<file path="src/rtl/core/lsts_pkg.sv">
// Package for the luminosity-section trigger scaler bank.
// Holds shared constants and the queue entry type; depends on nothing.
package lsts_pkg;

  localparam int unsigned TrigBits = 64;
  localparam int unsigned IdxW = 6;

  localparam logic [3:0] TypePhysics     = 4'd1;
  localparam logic [3:0] TypeCalibration = 4'd2;
  localparam logic [3:0] TypeRandom      = 4'd3;

  localparam logic CmdCount = 1'b0;
  localparam logic CmdFlush = 1'b1;

  typedef enum logic [1:0] {
    OpCount = 2'd0,
    OpOpen  = 2'd1,
    OpClose = 2'd2,
    OpRoll  = 2'd3
  } op_e;

  typedef struct packed {
    op_e         op;
    logic [31:0] run;
    logic [31:0] ls;
    logic [3:0]  etype;
    logic [63:0] tech;
    logic [63:0] dlow;
    logic [63:0] dhigh;
  } job_t;

endpackage

</file>
<file path="src/rtl/core/lsts_front.sv">
// Front end: accepts words, classifies them against the tracked open section.
// Depends on lsts_pkg.
module lsts_front import lsts_pkg::*; (
  input  logic        clk_i,
  input  logic        rst_ni,
  input  logic        enable_i,
  input  logic        in_valid,
  output logic        in_ready,
  input  logic        command_i,
  input  logic [31:0] run_number_i,
  input  logic [31:0] ls_number_i,
  input  logic [3:0]  event_type_i,
  input  logic [63:0] technical_bits_i,
  input  logic [63:0] decision_low_bits_i,
  input  logic [63:0] decision_high_bits_i,
  output logic        job_valid_o,
  input  logic        job_ready_i,
  output job_t        job_o
);

  logic        open_q, open_d;
  logic [31:0] ls_q, ls_d;
  logic        push;
  logic        emit;

  assign in_ready = job_ready_i;
  assign push = in_valid && in_ready;

  always_comb begin
    open_d = open_q;
    ls_d = ls_q;
    emit = 1'b0;
    job_o.op = OpCount;
    job_o.run = run_number_i;
    job_o.ls = ls_number_i;
    job_o.etype = event_type_i;
    job_o.tech = technical_bits_i;
    job_o.dlow = decision_low_bits_i;
    job_o.dhigh = decision_high_bits_i;
    if (command_i == CmdFlush) begin
      job_o.op = OpClose;
      emit = open_q;
      open_d = 1'b0;
    end else if (enable_i) begin
      emit = 1'b1;
      open_d = 1'b1;
      if (!open_q) begin
        job_o.op = OpOpen;
        ls_d = ls_number_i;
      end else if (ls_number_i > ls_q) begin
        job_o.op = OpRoll;
        ls_d = ls_number_i;
      end
    end
  end

  assign job_valid_o = in_valid && emit;

  always_ff @(posedge clk_i or negedge rst_ni) begin
    if (!rst_ni) begin
      open_q <= 1'b0;
      ls_q <= '0;
    end else if (push) begin
      open_q <= open_d;
      ls_q <= ls_d;
    end
  end

endmodule

</file>
<file path="config.mk">
export PLATFORM = sky130hd
export DESIGN_NAME = lsts_front
export DESIGN_NICKNAME = d
export VERILOG_FILES = /design/src/rtl/core/lsts_pkg.sv /design/src/rtl/core/lsts_front.sv
export SDC_FILE = /design/constraint.sdc
export NUM_CORES = 1
export LEC_CHECK = 0
export BUFFER_PORTS_ARGS = -buffer_cell sky130_fd_sc_hd__buf_2
export CORE_AREA = 2 2 207 209
export CTS_CLUSTER_DIAMETER = 200
export CTS_CLUSTER_SIZE = 16
export DETAILED_ROUTE_END_ITERATION = 12
export DIE_AREA = 0 0 209 211
export GPL_TIMING_DRIVEN = 0
export SLEW_MARGIN = 20
export SYNTH_ARGS = -nofsm -noshare
export SYNTH_HDL_FRONTEND = slang
export SYNTH_SLANG_ARGS = --single-unit
export TNS_END_PERCENT = 5
</file>
<file path="constraint.sdc">
create_clock -name clk_i -period 3.4 [get_ports clk_i]
set_input_delay 0 -clock clk_i [delete_from_list [all_inputs] [get_ports clk_i]]
set_output_delay 0 -clock clk_i [all_outputs]
set_load 0.005 [all_outputs]
</file>
# Word-level counts from Yosys, hierarchy flattened
# Index checks and enable logic that the tools add are counted.
[totals] regBits=33 input_bits=266 elab_cells=20
[classes] n_lt_le_gt_ge=1 n_eq_ne=1 n_mux=10 bitwise_logic=1 n_reduce_logical=5
[ops] cell="$mux 32" n=2
[ops] cell="$gt 32x32->1" n=1
[ops] cell="$mux 2" n=4
[ops] cell="$mux 1" n=4
[ops] cell="$reduce_and 4->1" n=1
[ops] cell="$logic_and 1x1->1" n=2
[ops] cell="$ne 2x1->1 const B" n=1
[ops] cell="$reduce_and 2->1" n=1
[ops] cell="$reduce_bool 2->1" n=1
[ops] cell="$not 1->1" n=1

# Logic depth before layout (Yosys ltp)
# Gate-level depths: netlist (run 1).
[logic_depth] depth_word=5 mapped_depth=10

# Least setup slack after synthesis (run 1)
# No wires, ideal clock.
[synth_timing] path_type="register to register" start="register ls_q[31]" end="register ls_q[0]" setup_ns=0.125 arrival_ns=2.620 required_ns=3.275 slack_ns=0.654 path_stages_with_launch=11 path_buffers=1 path_cell_list="dfrtp_1 inv_1 ha_1 nand4_1 or4_1 or4_4 o21a_1 o21ai_2 o21ai_2 buf_6 mux2_4"
[synth_via] elab_chain_cells=3
[synth_rtl] item="start: declaration" line="lsts_front.sv:22" rtl="logic [31:0] ls_q, ls_d;"
[synth_rtl] item="start signal: assignment" line="lsts_front.sv:65" rtl="ls_q <= ls_d;"
[synth_rtl] item="$gt 32x32->1" line="lsts_front.sv:50" rtl="end else if (ls_number_i > ls_q) begin"
[synth_rtl] item="$ne 2x1->1 (no source line)"
[synth_rtl] item="$reduce_and 4->1 (no source line)"
# No other way between the ends.
# A chain may end at the register's enable or synchronous reset.

# Worst setup path after layout (run 1)
[layout_timing] start="input port ls_number_i[27]" end="register ls_q[0]"
[layout_via] elab_chain_cells=3
[layout_rtl] item="start: declaration" line="lsts_front.sv:11" rtl="input logic [31:0] ls_number_i,"
[layout_rtl] item="$gt 32x32->1" line="lsts_front.sv:50"
[layout_rtl] item="$ne 2x1->1 (no source line)"
[layout_rtl] item="$reduce_and 4->1 (no source line)"
# No other way between the ends.

==> results of run 1 <==
synthesized netlist by cell type (all sizes together):
master	instances	share of area [%]
buf	264	48
dfrtp	33	20
inv	33	3.0
ha	32	9.5
mux2	32	11
a21oi	15	1.8
nand4	8	1.2
nand2	6	0.54
o21ai	6	0.89
a21o	3	0.54
nor2b	3	0.45
a211oi	2	0.36
a31oi	2	0.30
and3	2	0.30
nand3	2	0.24
o21a	2	0.36
or4	2	0.45
a41o	1	0.24
nand2b	1	0.15
nor3	1	0.12
nor4	1	0.15
o211ai	1	0.18
o221a	1	0.27
o31ai	1	0.18
o41ai	1	0.21
or2	1	0.15
worst max-delay path by stage:
| stage | from | end | slack, ns | cells past startpoint |
|---|---|---|---|---|
| after floorplan | ls_q[31] | ls_q[0] | 0.65 | 10 |
| after global placement | ls_q[27] | ls_q[1] | 0.14 | 10 |
| after global routing | ls_number_i[27] | ls_q[0] | 0.04 | 11 |
| after CTS | ls_number_i[27] | ls_q[1] | 0.09 | 11 |
| after detailed placement | ls_q[27] | ls_q[0] | 0.12 | 10 |
| final | ls_number_i[27] | ls_q[0] | 0.15 | 11 |
layout make-up:
| type | count | area [um^2] |
|---|---|---|
| antenna | 1 | 2.50 |
| buffer | 264 | 1990 |
| clock buffer | 8 | 136 |
| fill | 4709 | 35000 |
| inverter | 33 | 124 |
| multi-input combinational | 126 | 1250 |
| sequential | 33 | 826 |
| tap | 539 | 674 |
| timing repair buffer | 321 | 1710 |
layer usage:
metal | part of all wire (%) | wire length (um)
met5 | 0 | 0
met4 | 2.9 | 443
met3 | 7.3 | 1110
met2 | 54 | 8150
met1 | 36 | 5450
where the power goes:
| group | internal, mW | switching, mW |
|---|---|---|
| clock | 0.273 | 0.185 |
| sequential | 0.517 | 0.0694 |
| combinational | 0.624 | 0.392 |
| total | 1.41 | 0.646 |
registers in the layout, summed over array words and instances (netlist names):
register	flops
ls_q	32
open_q	1
what timing repair did:
action,CTS,global route
hold buffers,20,0
setup buffers,0,0
hold endpoints to repair,52,0
worst max-delay path: stages:
cell and delay, ns:
dlygate4sd3_1 0.54, buf_2 0.15, ha_1 0.32, nand4_1 0.22, or4_1 0.66, or4_4 0.57
o21a_1 0.20, o21ai_2 0.06, o21ai_2 0.16, buf_6 0.23, mux2_4 0.31
kinds of logic after synthesis:
group / after synthesis / share of synthesized area [%]
fa+ha+maj: 32 / 9.54
mux: 32 / 11.3
flops: 33 / 19.7
simple gates: 27 / 3.73
compound gates: 35 / 5.31
buf+inv: 297 / 50.5
metrics by stage:
step	hold slack (ns)	instance area [um^2]	setup slack, ns	std cells
global placement	0.151	6380	0.142	1296
global route	0.0130	6720	0.0381	1325
floorplan	-0.296	4200	0.654	456
detailed placement	0.166	6380	0.119	1296
finish	0.00475	6720	0.155	1325
CTS	0.000554	6710	0.0912	1324
==> impl_metrics.csv, run 1 <==
group,metric,value,unit
grt,overflow,0,
grt,met3_usage,0.981,%
grt,grt.busiest_layer,"met2",
grt,antenna_found_initial,1,
layout,syn2layout_area_growth,60.1,%
setup_path,worstPathArrival,3.42,ns
layout,post-route-util,16.1,%
setup_path,cp.required,3.57,ns
timing,relSlewSlack,43.2,%
timing,final_hold_viol_count,0,
yosys,yosys_warnings,0,
grt,track_usage,6.14,%
hold_path,hold_start,"ls_number_i[1]",
placement,io_buffer_count,301,
placement,hpwlAfterDp,13300,um
layout,layout.nets,1082,
grt,grt_max_degree,34,
setup_path,reg2reg_from,"ls_q[27]",
route,drt_drc_violations_left,0,
route,wl_per_cell,11.4,um
hold_path,min_path_type,"in2reg",
timing,fmax,308,MHz
timing,drv_slew,0,
floorplanning,io_pins,530,
yosys,syn_area,0.00420,mm^2
timing,layout_worst_path_cycle_share,95.5,%
grt,grt_pass1_wl,20100,um
yosys,yosysSeqAreaShare,19.7,%
clocking,clkSinkCount,33,
timing,rsz0062_at_grt,"no",
setup_path,r2r-end,"ls_q[0]",
grt,met1_usage,6.42,%
flow_run,drv_cap,0,
timing,fin_skew,0.00510,ns
clocking,cts_inserted_buffers,5,
route,vias,3849,
setup_path,worstSetupPathType,"in2reg",
pwr,vdd_drop_max,0.144,mV
clocking,cts_root_buf,"clkbuf_16",
grt,use_met2,11.8,%
yosys,synth_nets,754,
timing,tightest_slew,0.852,ns
clocking,clock_latency,0.29,ns
route,ant_nets,0,
yosys,yosysUniqueCellTypes,30,
clocking,cts_htree_levels,2,
floorplanning,die_x,209,um
yosys,synth_seq_cells,33,
status,status,"finished, final reports clean",
timing,fin_tns_setup,0,ns
route,routed_via_density,2.90,
clocking,clkTransAtPathRegs,0.05,ns
yosys,netlist_instances,456,
floorplanning,floorplan.initialDensity,10.0,%
floorplanning,dieArea,0.0441,mm^2
setup_path,cp-start-kind,"input pin",
route,finalWirelength,15200,um
pwr,powerDensity,307,mW/mm^2
route,drtIter0Drc,76,
route,drt-pass1-iter-count,4,
timing,setup_viol,0,
setup_path,rrSetupSlack,0.16,ns
timing,finalCriticalPeriod,3.25,ns
floorplanning,rows,75,
placement,place.gp.congestion,0.740,
setup_path,cp_max_fo,10,
setup_path,end_kind,"register",
grt,grt_pass1_vias,3551,
floorplanning,core,0.0418,mm^2
hold_path,min_to,"ls_q[1]",
floorplanning,fp.dieH,211,um
layout,final_common_cell,"buf_2",
setup_path,rr_worst_depth,10,
layout,layout_common_cells,"buf_2 (301), buf_4 (261), inv_1 (33), dfrtp_1 (33), ha_1 (32)",
clocking,cts.repair.resized,0,
layout,drive_gt1_share,77.3,%
clocking,cts_tree,"done",
pwr,leakagePower,3.73,nW
pwr,finalPower,2.06,mW
hold_path,hold_depth,2,
clocking,cts.path.max_buffers,2,
yosys,syn_area_per_cell,9.20,um^2
(Power assumes the default switching activity.)
==> inputs of run 2 (changes only) <==
--- a/config.mk
+++ b/config.mk
@@ -5,15 +5,16 @@
 export SDC_FILE = /design/constraint.sdc
 export NUM_CORES = 1
 export LEC_CHECK = 0
+export ABC_AREA = 1
 export BUFFER_PORTS_ARGS = -buffer_cell sky130_fd_sc_hd__buf_2
-export CORE_AREA = 2 2 207 209
+export CORE_AREA = 2 2 208 210
 export CTS_CLUSTER_DIAMETER = 200
 export CTS_CLUSTER_SIZE = 16
 export DETAILED_ROUTE_END_ITERATION = 12
-export DIE_AREA = 0 0 209 211
+export DIE_AREA = 0 0 210 212
 export GPL_TIMING_DRIVEN = 0
 export SLEW_MARGIN = 20
 export SYNTH_ARGS = -nofsm -noshare
 export SYNTH_HDL_FRONTEND = slang
 export SYNTH_SLANG_ARGS = --single-unit
-export TNS_END_PERCENT = 5
+export TNS_END_PERCENT = 50
==> run 2 against run 1 <==
Net effect:
- flip-flop and latch count is the same
- setup slack better by 0.83 ns
- count of clock-buffer cells in the layout down 1
- worst hold slack gained 0.0022 ns
- largest cell class unchanged
- largest power group unchanged
- highest routed layer unchanged
==> impl_metrics.csv, run 2 <==
group,metric,value,unit
clocking,clock_latency,0.28,ns
timing,fmax,415,MHz
layout,regMostFlops,"ls_q",
floorplanning,fp.dieH,212,um
yosys,syn_area,0.00425,mm^2
yosys,async_flop_share,100,%
clocking,holdBufCountCts,2,
clocking,cts_inserted_buffers,5,
yosys,syn_area_per_cell,7.57,um^2
route,finalWirelength,16000,um
layout,largest_reg_flops,32,
floorplanning,io_pins,530,
yosys,synth_ff_type,"dfrtp_1",
layout,regArea,826,um^2
placement,place.gp.congestion,0.779,
yosys,yosysSeqAreaShare,19.4,%
grt,track_usage,6.32,%
setup_path,end_kind,"output pin",
timing,fin_tns_setup,0,ns
layout,layout_common_cells,"buf_2 (300), buf_4 (264), nand2_1 (106)",
timing,tightest_slew,0.863,ns
grt,grt_pass1_wl,21000,um
timing,rsz0062_at_grt,"no",
clocking,clkSinkCount,33,
yosys,yosys_warnings,0,
layout,layout.nets,1168,
clocking,cts_tree,"done",
floorplanning,rows,76,
yosys,synth-edff-count,0,
clocking,cts.repair.resized,0,
grt,grt_max_degree,34,
layout,syn2layout_area_growth,56.2,%
setup_path,worstSetupStartpoint,"ls_q[31]",
floorplanning,floorplan.initialDensity,10.0,%
grt,grt_pass1_vias,3789,
setup_path,cp.required,3.40,ns
yosys,yosysUniqueCellTypes,20,
yosys,netlist_instances,561,
pwr,vdd_drop_max,0.156,mV
setup_path,rrSetupSlack,1.21,ns
timing,finalCriticalPeriod,2.41,ns
flow_run,drv_cap,0,
yosys,ys_top_cells_by_area,"buf_4 (47%), dfrtp_1 (19%), ha_1 (9.4%)",
pwr,powerDensity,309,mW/mm^2
clocking,cts.path.max_buffers,2,
yosys,synth_seq_cells,33,
floorplanning,dieArea,0.0445,mm^2
clocking,clkTransAtPathRegs,0.06,ns
clocking,cts_htree_levels,2,
status,status,"finished, final reports clean",
yosys,synth_most_common_cell,"buf_4",
grt,antenna_found_initial,4,
route,routed_via_density,3.05,
timing,setup_viol,0,
placement,hpwlAfterDp,14000,um
timing,drv_slew,0,
setup_path,worstSetupPathType,"reg2out",
route,wl_per_cell,11.3,um
layout,drive_gt1_share,66.2,%
layout,final_common_cell,"buf_2",
layout,multiInputGateArea,0.00122,mm^2
layout,top_regs,"ls_q x32, open_q x1",
route,drtIter0Drc,141,
grt,overflow,0,
floorplanning,die_x,210,um
pwr,finalPower,2.05,mW
yosys,synth_nets,859,
floorplanning,core,0.0425,mm^2
route,ant_nets,0,
yosys,synth_top_area_cell,"buf_4",
route,drt-pass1-iter-count,4,
setup_path,worstPathArrival,2.41,ns
timing,final_hold_viol_count,0,
route,drt_drc_violations_left,0,
yosys,synth.top_cell.area_share,46.6,%
clocking,cts_setup_buffers,0,
clocking,cts_root_buf,"clkbuf_16",
placement,io_buffer_count,300,
timing,layout_worst_path_cycle_share,70.9,%
pwr,leakagePower,3.82,nW
timing,fin_skew,0.00375,ns
hold_path,min_path_type,"in2reg",
yosys,synth_common_cells,"buf_4 (264), nand2_1 (106), inv_1 (41)",
layout,n_fill_cell,4793,
timing,relSlewSlack,42.5,%
hold_path,hold_start,"ls_number_i[5]",
setup_path,reg2reg_from,"ls_q[31]",
route,vias,4332,
setup_path,cp-start-kind,"register",
setup_path,cp_max_fo,10,
[run 2: cell types whose count changed in the layout (fill, tap and decap cells not counted), sizes merged, moves of 8 or more]
cell,change
nand2,+102
mux2,-32
nand4,+26
dlygate4sd3,-18
nor2,+14
inv,+8
[run 2: power by group]
group          switching [mW]  internal (mW)
Combinational           0.449          0.501
Clock                   0.179          0.366
Sequential             0.0557          0.500
[run 2: final timing paths]
path | cells after the start | end
max in group asynchronous | 2 | ls_q[28]
max | 14 | job_o[260]
min in group asynchronous | 2 | ls_q[9]
max reg2reg | 14 | ls_q[28]
min reg2reg | 2 | ls_q[19]
min | 3 | ls_q[5]
[run 2: cells by family (layout without fill, tap and decap cells)]
logic type	after synthesis	after routing	share of synthesized area, %
AO/OA/AOI/OAI	21	21	2.71
adder cells (fa/ha/maj)	32	32	9.42
buffers and inverters	316	626	51.8
flip-flops	33	33	19.4
other	0	4	0
AND/OR/NAND/NOR	159	159	16.7
[run 2: metrics by stage]
stage	utilization (%)	cell area (um^2)	setup WS, ns	cells	hold slack [ns]
CTS	15.6	6630	0.935	1417	0.00202
finish	15.6	6640	0.989	1421	0.00694
global placement	15.1	6430	1.19	1407	0.153
floorplan	-	4250	1.67	561	-0.296
detailed placement	15.1	6430	1.19	1407	0.165
global route	15.6	6640	0.713	1421	0.00653
[run 2: routing by layer]
layer	up-vias	wire (um)	track usage, %	share of wire, %
met4	0	823	3.64	5.1
met3	32	1260	1.00	7.9
met5	-	0	0	0
met2	284	8200	11.5	51
li1	2125	-	-	-
met1	1891	5750	7.00	36
[run 2: cell type report]
class                           count  area share [%]
Sequential cell                    33            12.4
Antenna cell                        4           0.151
Timing Repair Buffer              302            22.9
Tap cell                          546            10.3
Multi-Input combinational cell    212            18.4
Clock inverter                      1           0.452
Buffer                            274            30.8
Inverter                           42            2.38
Clock buffer                        7            2.15
[run 2: critical path, stage by stage (launching register included)]
cell and delay (ns):
dfrtp_1 0.36, inv_1 0.06, ha_1 0.28, nand2_1 0.07, nor2_1 0.24, nand2_1 0.12
nor2_1 0.15, nand2_1 0.07, nand2_1 0.06, nand2_2 0.10, nand2_4 0.14, buf_4 0.19
nand2_1 0.08, nor2_1 0.10, buf_2 0.12
