File: src/rtl/core/lsts_pkg.sv
// Package for the luminosity-section trigger scaler bank.
// Holds shared constants and the queue entry type; depends on nothing.
package lsts_pkg;

  localparam int unsigned TrigBits = 64;
  localparam int unsigned IdxW = 6;

  localparam logic [3:0] TypePhysics     = 4'd1;
  localparam logic [3:0] TypeCalibration = 4'd2;
  localparam logic [3:0] TypeRandom      = 4'd3;

  localparam logic CmdCount = 1'b0;
  localparam logic CmdFlush = 1'b1;

  typedef enum logic [1:0] {
    OpCount = 2'd0,
    OpOpen  = 2'd1,
    OpClose = 2'd2,
    OpRoll  = 2'd3
  } op_e;

  typedef struct packed {
    op_e         op;
    logic [31:0] run;
    logic [31:0] ls;
    logic [3:0]  etype;
    logic [63:0] tech;
    logic [63:0] dlow;
    logic [63:0] dhigh;
  } job_t;

endpackage

File: src/rtl/core/lsts_queue.sv
// Two-entry queue between the front end and the scaler engine.
// Depends on lsts_pkg.
module lsts_queue import lsts_pkg::*; (
  input  logic clk_i,
  input  logic rst_ni,
  input  logic wr_valid_i,
  output logic wr_ready_o,
  input  job_t wr_data_i,
  output logic rd_valid_o,
  input  logic rd_ready_i,
  output job_t rd_data_o
);

  job_t       mem_q [2];
  logic       wp_q, rp_q;
  logic [1:0] cnt_q;
  logic       wr, rd;

  assign wr_ready_o = cnt_q != 2'd2;
  assign rd_valid_o = cnt_q != 2'd0;
  assign rd_data_o = mem_q[rp_q];
  assign wr = wr_valid_i && wr_ready_o;
  assign rd = rd_valid_o && rd_ready_i;

  always_ff @(posedge clk_i) begin
    if (wr) begin
      mem_q[wp_q] <= wr_data_i;
    end
  end

  always_ff @(posedge clk_i or negedge rst_ni) begin
    if (!rst_ni) begin
      wp_q <= 1'b0;
      rp_q <= 1'b0;
      cnt_q <= '0;
    end else begin
      if (wr) begin
        wp_q <= ~wp_q;
      end
      if (rd) begin
        rp_q <= ~rp_q;
      end
      cnt_q <= cnt_q + {1'b0, wr} - {1'b0, rd};
    end
  end

endmodule

File: config.mk
export PLATFORM = sky130hd
export DESIGN_NAME = lsts_queue
export DESIGN_NICKNAME = d
export VERILOG_FILES = /design/src/rtl/core/lsts_pkg.sv /design/src/rtl/core/lsts_queue.sv
export SDC_FILE = /design/constraint.sdc
export NUM_CORES = 1
export LEC_CHECK = 0
export ABC_AREA = 1
export BUFFER_PORTS_ARGS = -buffer_cell sky130_fd_sc_hd__buf_4
export CORE_AREA = 2 2 208 210
export DETAILED_ROUTE_END_ITERATION = 8
export DIE_AREA = 0 0 210 212
export HOLD_SLACK_MARGIN = 0.03
export PLACE_DENSITY = 0.8
export SYNTH_ARGS = -nofsm -noshare
export SYNTH_HDL_FRONTEND = slang
export SYNTH_SLANG_ARGS = --single-unit
File: constraint.sdc
create_clock -name clk_i -period 15.43 [get_ports clk_i]
set_input_delay 0.7715 -clock clk_i [delete_from_list [all_inputs] [get_ports clk_i]]
set_output_delay 0.7715 -clock clk_i [all_outputs]
set_load 0.05 [all_outputs]
After elaboration in Yosys (flattened, before gate mapping) --
Memory sizes are Yosys's and may differ from the RTL's. Cells that the tools add are included.
Word-level totals: flip-flop bits (word level) 4, bits in latches 0, bits in writable memories 524, ROM bits 0, input bits 266, output and inout bits 264, memories kept 1
Memories:
- mem_q | words 2, width 262, read ports 1, clocked after Yosys merged registers in 0, wr ports 1, line lsts_queue.sv:14 | job_t mem_q [2];
Operators by class: $add $sub $neg 2, multiply operators 0, divide/modulo/power cells 0, magnitude comparators 0, equality and inequality tests 1, shift-type cells 0, muxes and demuxes 2, bitwise gates (word level) 2, reduce and logical (&&, ||, !) cells 3
Operator list (number):
- 2-bit by 1-bit adder with 2-bit output | 1
- 1-bit logical AND | 2
- 1-bit 2-to-1 mux | 2
- 2-bit != test, second input constant | 1
- 1-bit NOT | 2
- 2-bit nonzero test | 1
- 2-bit by 1-bit subtractor with 2-bit output | 1

Depth between registers and ports, before layout --
Gate-level depths: netlist (run 1).
depth after elaboration 4, gate-level depth with buffers 10, gate-level depth less buffers 10

Worst setup path after synthesis (run 1) --
No wires, ideal clock.
kind reg-to-reg, from register cnt_q[1], to memory mem_q[1][0] (netlist bit) (enable), library setup time 891 ps, data arrival time 11803 ps, data required time 14539 ps, path slack 2736 ps, cell stages (with the launch flop) 4, path buffers 0, period minus slack after synthesis 12694 ps, path through dfrtp_1 nand2_1 nand2_1 nor2_1
Between the ends: cells in the longest elaborated chain, start to end 4
Ends and longest elaborated chain:
- from (decl) | line lsts_queue.sv:16 | logic [1:0] cnt_q;
- from (signal assigned) | line lsts_queue.sv:43 | cnt_q <= cnt_q + {1'b0, wr} - {1'b0, rd};
- 2-bit != test | line lsts_queue.sv:19 | assign wr_ready_o = cnt_q != 2'd2;
- via wr_ready_o | line lsts_queue.sv:7 | output logic wr_ready_o,
- 1-bit logical AND | line lsts_queue.sv:22 | assign wr = wr_valid_i && wr_ready_o;
- 1-bit 2-to-1 mux | line lsts_queue.sv:26 | if (wr) begin
- 1-bit 2-to-1 mux (implied by the code) | line lsts_queue.sv:27 | mem_q[wp_q] <= wr_data_i;
- to (decl) | line lsts_queue.sv:14
The timed path passes the listed nets, and every way through them passes these cells.

==> summary.md, run 1 <==
| Metric | Value |
|---|---|
| Status | `complete, no violations` |
| Layout Cells excl Fill | `2529` |
| Die height | `212 um` |
| Synthesized area | `0.01924 sq mm` |
| Fill cells | `3138` |
| Crit path DAT | `3310 ps` |
| Sink Count | `528` |
| First-pass GRT wire length | `67630 um` |
| Initial antenna violation count | `5` |
| Switching portion of total power | `44.73%` |
| Crit-path max FO | `92` |
| Clock Power Share | `20.7%` |
| Sw Pwr | `2.738 mW` |
| Final Hold Fails | `0` |
| Die Wd | `210 um` |
| IO Count | `530` |
| Worst clock skew | `12.63 ps` |
| Leak | `10.79 nW` |
| Leading area contributor after synthesis | `edfxtp_1` |
| R2R setup slack | `12370 ps` |
| Worst flop-to-flop path startpoint | `cnt_q[1]$_DFF_PN0_` |
| Post-layout min period | `4080 ps` |
| Initial Util | `45.27%` |
| Worst-skew pair later-pin latency | `580 ps` |
| Cells after DPL | `2427` |
| Hold_sp | `wr_data_i[41]` |
| Syn Inst Count | `1400` |
| Worst-margin pin slew | `1088 ps` |
| Yosys warns | `0` |
| CTS clk-pin slew, worst paths | `60 ps` |
| Peak Freq | `0.2451 GHz` |
| Total gr overflow | `0` |
| Setup Crit Path Kind | `flop to output pin` |
| Mapped Nets | `1668` |
| Synth area leaders | `edfxtp_1 82%, nand2_1 16%, buf_2 1.1%` |
| Post-layout util | `59.78%` |
| Gpl congestion | `0.7988` |
| Cell variety after synth | `10` |
| # nets final | `2205` |
| Post-synth top area share | `81.77%` |
| Placed cell area | `0.02367 sq mm` |
| Num rows | `76` |
| VDD IR max | `0.2720 mV` |
| Antenna-violating nets left | `0` |
| RSZ-0062 raised after global routing | `false` |
| Post-synthesis sequential area ratio | `82.29%` |
| Yosys reg bits | `528` |
| Number of buffers created by CTS | `53` |
| Flop pwr share | `33.2%` |
| CTS tree | `done` |
| Setup TNS | `0 ps` |
| CTS Buffer Depth | `3` |
| Worst Hold Path EP | `mem_q[0][41]$_DFFE_PP_` |
| R2R Path End | `mem_q[1][98]$_DFFE_PP_` |
| First-pass iteration count of the detailed router | `5` |
| Drt via density | `4.915` |
| Iter 0 DRT Violations | `983` |
| CTS resizes | `0` |
| Root Driver | `clkbuf_16` |
| Synth Area per Inst | `13.74 sq um` |
| Period utilization | `26.44%` |
| Via count | `12430` |
| Total Wirelength | `45990 um` |
| Max_slew headroom | `27.47%` |
| PortBufs | `529` |
| Final setup viols | `0` |
| Post-DP HPWL | `29980 um` |
| PwrDens | `240.9 mW/mm^2` |
| WL/cell | `18.19 um` |
| Core ar. | `0.04251 sq mm` |
| CP required | `14660 ps` |
| Hold Path Depth | `1` |
| Worst setup EP type | `output pin` |
| Share of layout cells above drive strength 1 | `31.01%` |
| Area Overhead vs Synth | `32.04%` |
| Max Slew Vio Count | `0` |
| Multi-input gate area | `0.003050 sq mm` |
| Residual DRC count | `0` |
| Worst r2r path cells | `5` |
| Vias in the first global route | `12350` |
| Worst min path class | `input port to flop` |
| Combinational power share | `46.1%` |
| Max-cap violation count | `0` |
| Register Area | `0.01584 sq mm` |
| Gr usage total | `19.85%` |
| Cell-internal power | `3.383 mW` |
| Die ar. | `0.04452 sq mm` |
| Fin area | `0.02541 sq mm` |
| H-tree lvl count | `2` |
| CP Launch Type | `flop` |
| Largest net degree at the start of global routing | `171` |
## power groups by stage
stage / logic, mW / registers, mW / clock network [mW]
6_report: 2.82 / 2.03 / 1.27
3_3_place_gp: 2.80 / 2.05 / 0
5_1_grt: 2.97 / 2.06 / 1.34
4_1_cts: 2.84 / 2.03 / 1.29
2_1_floorplan: 1.95 / 2.16 / 0
3_5_place_dp: 2.83 / 2.06 / 0
## state kept, by name, indices dropped and copies added, names as in the netlist
signal  flops
cnt_q       2
mem_q     524
wp_q        1
rp_q        1
## worst max path at each step
stage | from | to | slack [ps]
finish | rp_q$_DFFE_PN0P_ | rd_data_o[176] | 11350
global route | rp_q$_DFFE_PN0P_ | rd_data_o[176] | 11150
CTS | rp_q$_DFFE_PN0P_ | rd_data_o[176] | 11300
detailed placement | rp_q$_DFFE_PN0P_ | rd_data_o[176] | 11950
global placement | rp_q$_DFFE_PN0P_ | rd_data_o[63] | 12010
floorplan | cnt_q[1]$_DFF_PN0_ | mem_q[1][0]$_DFFE_PP_ | 2740
## cells in the final DEF (no fill, tap or decap)
cell             n
dfrtp_4          1
clkinv_2         7
inv_8            2
nor2_4           1
clkbuf_16       53
clkinv_4         1
clkinv_8         2
buf_4          539
ha_1             2
diode_2          3
inv_6            1
dlygate4sd3_1    1
clkinv_1        13
nand2_1        799
nand3_1          3
dfrtp_1          3
clkbuf_1        14
bufinv_16        7
inv_1            7
edfxtp_1       524
## timing repair
action	4_1_cts	5_1_grt
hold buffers	1	0
buffers inserted	0	0
endpoints found under the setup margin	0	0
hold endpoints to repair	4	0
## synthesized netlist by cell type
cell type and count:
nand2_1 799, edfxtp_1 524, buf_2 42, buf_4 16
inv_1 8, dfrtp_1 4, nand3_1 3, ha_1 2
inv_2 1, nor2_1 1
## critical path, cell delays in order, from the launching register on
cell	delay (ps)
dfrtp_4	440
buf_4	810
buf_4	870
nand2_1	140
nand2_1	170
buf_4	210
## kinds of logic (layout without fill, tap and decap cells)
group                    after synthesis  count (layout)  share of synthesized area, %
adder cells (fa/ha/maj)                2               2                        0.1300
other                                  0               3                             0
AND/OR/NAND/NOR                      803             803                         15.68
buffers and inverters                 67             647                         1.892
flip-flops                           528             528                         82.29
## per-stage QoR
stage | hold WS, ps | setup slack (ps) | power, mW
2_1_floorplan | 441.9 | 2736 | 4.107
3_3_place_gp | 453.3 | 12010 | 4.842
3_5_place_dp | 490.5 | 11950 | 4.888
4_1_cts | 318.1 | 11300 | 6.166
5_1_grt | 332.9 | 11150 | 6.369
6_report | 362.9 | 11350 | 6.121
## area by class of cell
cell class | instances | area share (%)
Antenna cell | 3 | 0.02955
Clock buffer | 67 | 5.427
Clock inverter | 31 | 1.354
Inverter | 9 | 0.1921
Multi-Input combinational cell | 805 | 12.01
Sequential cell | 528 | 62.34
Tap cell | 546 | 2.689
Timing Repair Buffer | 540 | 15.96
## layer usage
layer / wire length (um) / global-route usage [%] / up-vias
met4: 1668 / 9.146 / 4
li1: - / - / 5807
met5: 25 / 0 / -
met3: 5011 / 7.179 / 106
met2: 22680 / 32.94 / 575
met1: 16610 / 23.21 / 5937
(Power assumes the default switching activity.)
==> run 2: changes to the inputs <==
--- a/config.mk
+++ b/config.mk
@@ -5,7 +5,7 @@
 export SDC_FILE = /design/constraint.sdc
 export NUM_CORES = 1
 export LEC_CHECK = 0
-export ABC_AREA = 1
+export ABC_AREA = 0
 export BUFFER_PORTS_ARGS = -buffer_cell sky130_fd_sc_hd__buf_4
 export CORE_AREA = 2 2 208 210
 export DETAILED_ROUTE_END_ITERATION = 8
==> constraint.sdc (replaced) <==
create_clock -name clk_i -period 4 [get_ports clk_i]
set_input_delay 0.2 -clock clk_i [delete_from_list [all_inputs] [get_ports clk_i]]
set_output_delay 0.2 -clock clk_i [all_outputs]
set_load 0.05 [all_outputs]
==> summary.md, run 2 <==
| Metric | Value |
|---|---|
| Cell-internal power | `13.75 mW` |
| Number of buffers created by CTS | `52` |
| Placed cell area | `0.02413 sq mm` |
| Hold_sp | `wr_data_i[113]` |
| Most frequent cells in the layout | `542 x buf_4, 524 x edfxtp_1, 266 x dlygate4sd3_1` |
| Largest net degree at the start of global routing | `58` |
| Worst path buffer plus inverter count | `2` |
| Leading area contributor after synthesis | `edfxtp_1` |
| Post-layout min period | `2839 ps` |
| Period utilization | `70.97%` |
| Final setup viols | `0` |
| Total gr overflow | `0` |
| Flop pwr share | `34.7%` |
| IO Count | `530` |
| PwrDens | `812.6 mW/mm^2` |
| Asr flop ratio synth | `0.7576%` |
| Total Wirelength | `50560 um` |
| Cell chain of the critical path | `buf_4 -> mux2_2 -> buf_4` |
| Peak Freq | `0.3522 GHz` |
| Setup Crit Path Kind | `flop to output pin` |
| Synthesized area | `0.01937 sq mm` |
| Post-synth EDFFs | `524` |
| Yosys warns | `0` |
| Share of layout cells above drive strength 1 | `52.13%` |
| First-pass GRT wire length | `73170 um` |
| Switching portion of total power | `40.45%` |
| Max Slew Vio Count | `0` |
| Sink Count | `528` |
| Hold Buf Count CTS | `266` |
| Area Overhead vs Synth | `46.72%` |
| Worst-margin pin slew | `903.8 ps` |
| Biggest register | `mem_q` |
| CTS clk-pin slew, worst paths | `70 ps` |
| CP Launch Type | `flop` |
| Die height | `212 um` |
| Post-route setup slack | `1161 ps` |
| Worst-skew pair later-pin latency | `590 ps` |
| Worst slack, placed | `1766 ps` |
| Root Driver | `clkbuf_16` |
| WL/cell | `22.33 um` |
| Status | `complete, no violations` |
| RSZ-0062 raised after global routing | `false` |
| Fin area | `0.02842 sq mm` |
| Post-synthesis sequential area ratio | `81.76%` |
| Drt via density | `5.015` |
| VDD IR max | `0.7263 mV` |
| PortBufs | `529` |
| Gpl congestion | `0.7526` |
| First-pass iteration count of the detailed router | `5` |
| CTS Buffer Depth | `3` |
| H-tree lvl count | `2` |
| Post-DP HPWL | `28990 um` |
| Sw Pwr | `9.341 mW` |
| Final Hold Fails | `0` |
| Initial Util | `45.56%` |
| Worst min path class | `input port to flop` |
| Worst path slowest cell | `dfrtp_4` |
| Num rows | `76` |
| Worst clock skew | `34.12 ps` |
| Gr usage total | `21.93%` |
| Die ar. | `0.04452 sq mm` |
| Critical Path Start | `rp_q$_DFFE_PN0P_` |
| Most frequent CP cell | `buf_4` |
| Top_reg_cell synth | `edfxtp_1` |
| Die Wd | `210 um` |
| CTS resizes | `0` |
| Antenna-violating nets left | `0` |
| Synth Area per Inst | `23.28 sq um` |
| Regs by FF count | `mem_q x524, cnt_q x2` |
| Max-cap violation count | `0` |
| Clock Power Share | `20.3%` |
| Worst setup EP type | `output pin` |
| Crit path DAT | `2640 ps` |
| Vias in the first global route | `12600` |
| Max_slew headroom | `39.60%` |
| Initial antenna violation count | `4` |
| Crit-path max FO | `52` |
| Combinational power share | `45.0%` |
| Residual DRC count | `0` |
| Post-CTS setup buffers | `0` |
| Synth area leaders | `edfxtp_1 81%, mux2_2 11%, mux2_4 5.4%` |
| Worst flop-to-flop path startpoint | `cnt_q[1]$_DFF_PN0_` |
| Via count | `11360` |
| Syn Inst Count | `832` |
| CTS tree | `done` |
| Iter 0 DRT Violations | `711` |
| Yosys reg bits | `528` |
| Core ar. | `0.04251 sq mm` |
| CP required | `3800 ps` |
| # nets final | `1943` |
| Mapped Nets | `1100` |
| Crit path max-delay family | `flip-flops` |
| Post-synth top area share | `81.25%` |
| Leak | `10.89 nW` |
| CP peak stage delay | `960 ps` |
| Max reg flops | `524` |
| Most common cell after layout, fill and taps aside | `buf_4` |
| Cell variety after synth | `17` |
| Top-count cell post-synth | `edfxtp_1` |
| Synth top cells by count | `524 x edfxtp_1, 192 x mux2_2, 70 x mux2_4, 11 x buf_4, 10 x buf_2` |
run 2: changes by cell type after synthesis, moves of 5 or more:
cell / previous run / this run
buf_6: 0 / 8
buf_2: 42 / 10
mux2_2: 0 / 192
inv_1: 8 / 1
mux2_4: 0 / 70
buf_4: 16 / 11
nand2_1: 799 / 1
run 2: cells by family after synthesis:
| kind of cell | synth area share, % |
|---|---|
| buffers and inverters | 1.169 |
| DFF | 81.76 |
| xor gates and xnor gates | 0.1809 |
| adders and majority gates | 0.1292 |
| and+or+nand+nor | 0.1680 |
| muxes | 16.59 |
run 2: worst paths after layout:
check / cells past startpoint / endpoint / slack [ps]
setup / recovery: 3 / rd_data_o[122] / 1160
hold / removal: 2 / mem_q[1][113]$_DFFE_PP_ / 340
setup reg to reg: 4 / mem_q[0][179]$_DFFE_PP_ / 1830
hold reg to reg: 1 / cnt_q[0]$_DFF_PN0_ / 530
max in group asynchronous: 3 / rp_q$_DFFE_PN0P_ / 3260
min in group asynchronous: 3 / wp_q$_DFFE_PN0N_ / 520
run 2: routing by layer:
layer  up-vias  global-route usage (%)  share of wire [%]
met3       110                   6.736                8.5
met4         0                   9.807                3.6
met2       564                   39.28                 52
li1       5023                       -                  -
met5         -                       0                  0
met1      5658                   24.02                 36
run 2: cell type report:
cell class                      count  area, sq um
Fill cell                        2489        14090
Sequential cell                   528        15840
Multi-Input combinational cell    274         3333
Clock inverter                     33        264.0
Inverter                            1        3.754
Tap cell                          546        683.2
Timing Repair Buffer              818         6932
Antenna cell                        5        12.51
Clock buffer                       59         1349
run 2: power by group through the flow:
stage	combinational, mW	clock (mW)	sequential [mW]
2_1_floorplan	7.30	0	8.02
3_3_place_gp	9.95	0	7.99
3_5_place_dp	10.0	0	8.07
4_1_cts	10.3	4.73	7.96
5_1_grt	10.7	4.99	8.10
6_report	10.4	4.70	8.01
run 2: metrics by stage:
step / instances / setup TNS, ps / power [mW] / util [%] / hold slack [ps]
2_1_floorplan: 832 / -332290 / 15.32 / - / -95.59
3_3_place_gp: 1901 / 0 / 17.94 / 56.76 / 0.6481
3_5_place_dp: 1901 / 0 / 18.09 / 56.76 / 4.359
4_1_cts: 2259 / 0 / 22.98 / 66.82 / 297.1
5_1_grt: 2263 / 0 / 23.80 / 66.85 / 313.4
6_report: 2264 / 0 / 23.09 / 66.85 / 340.6
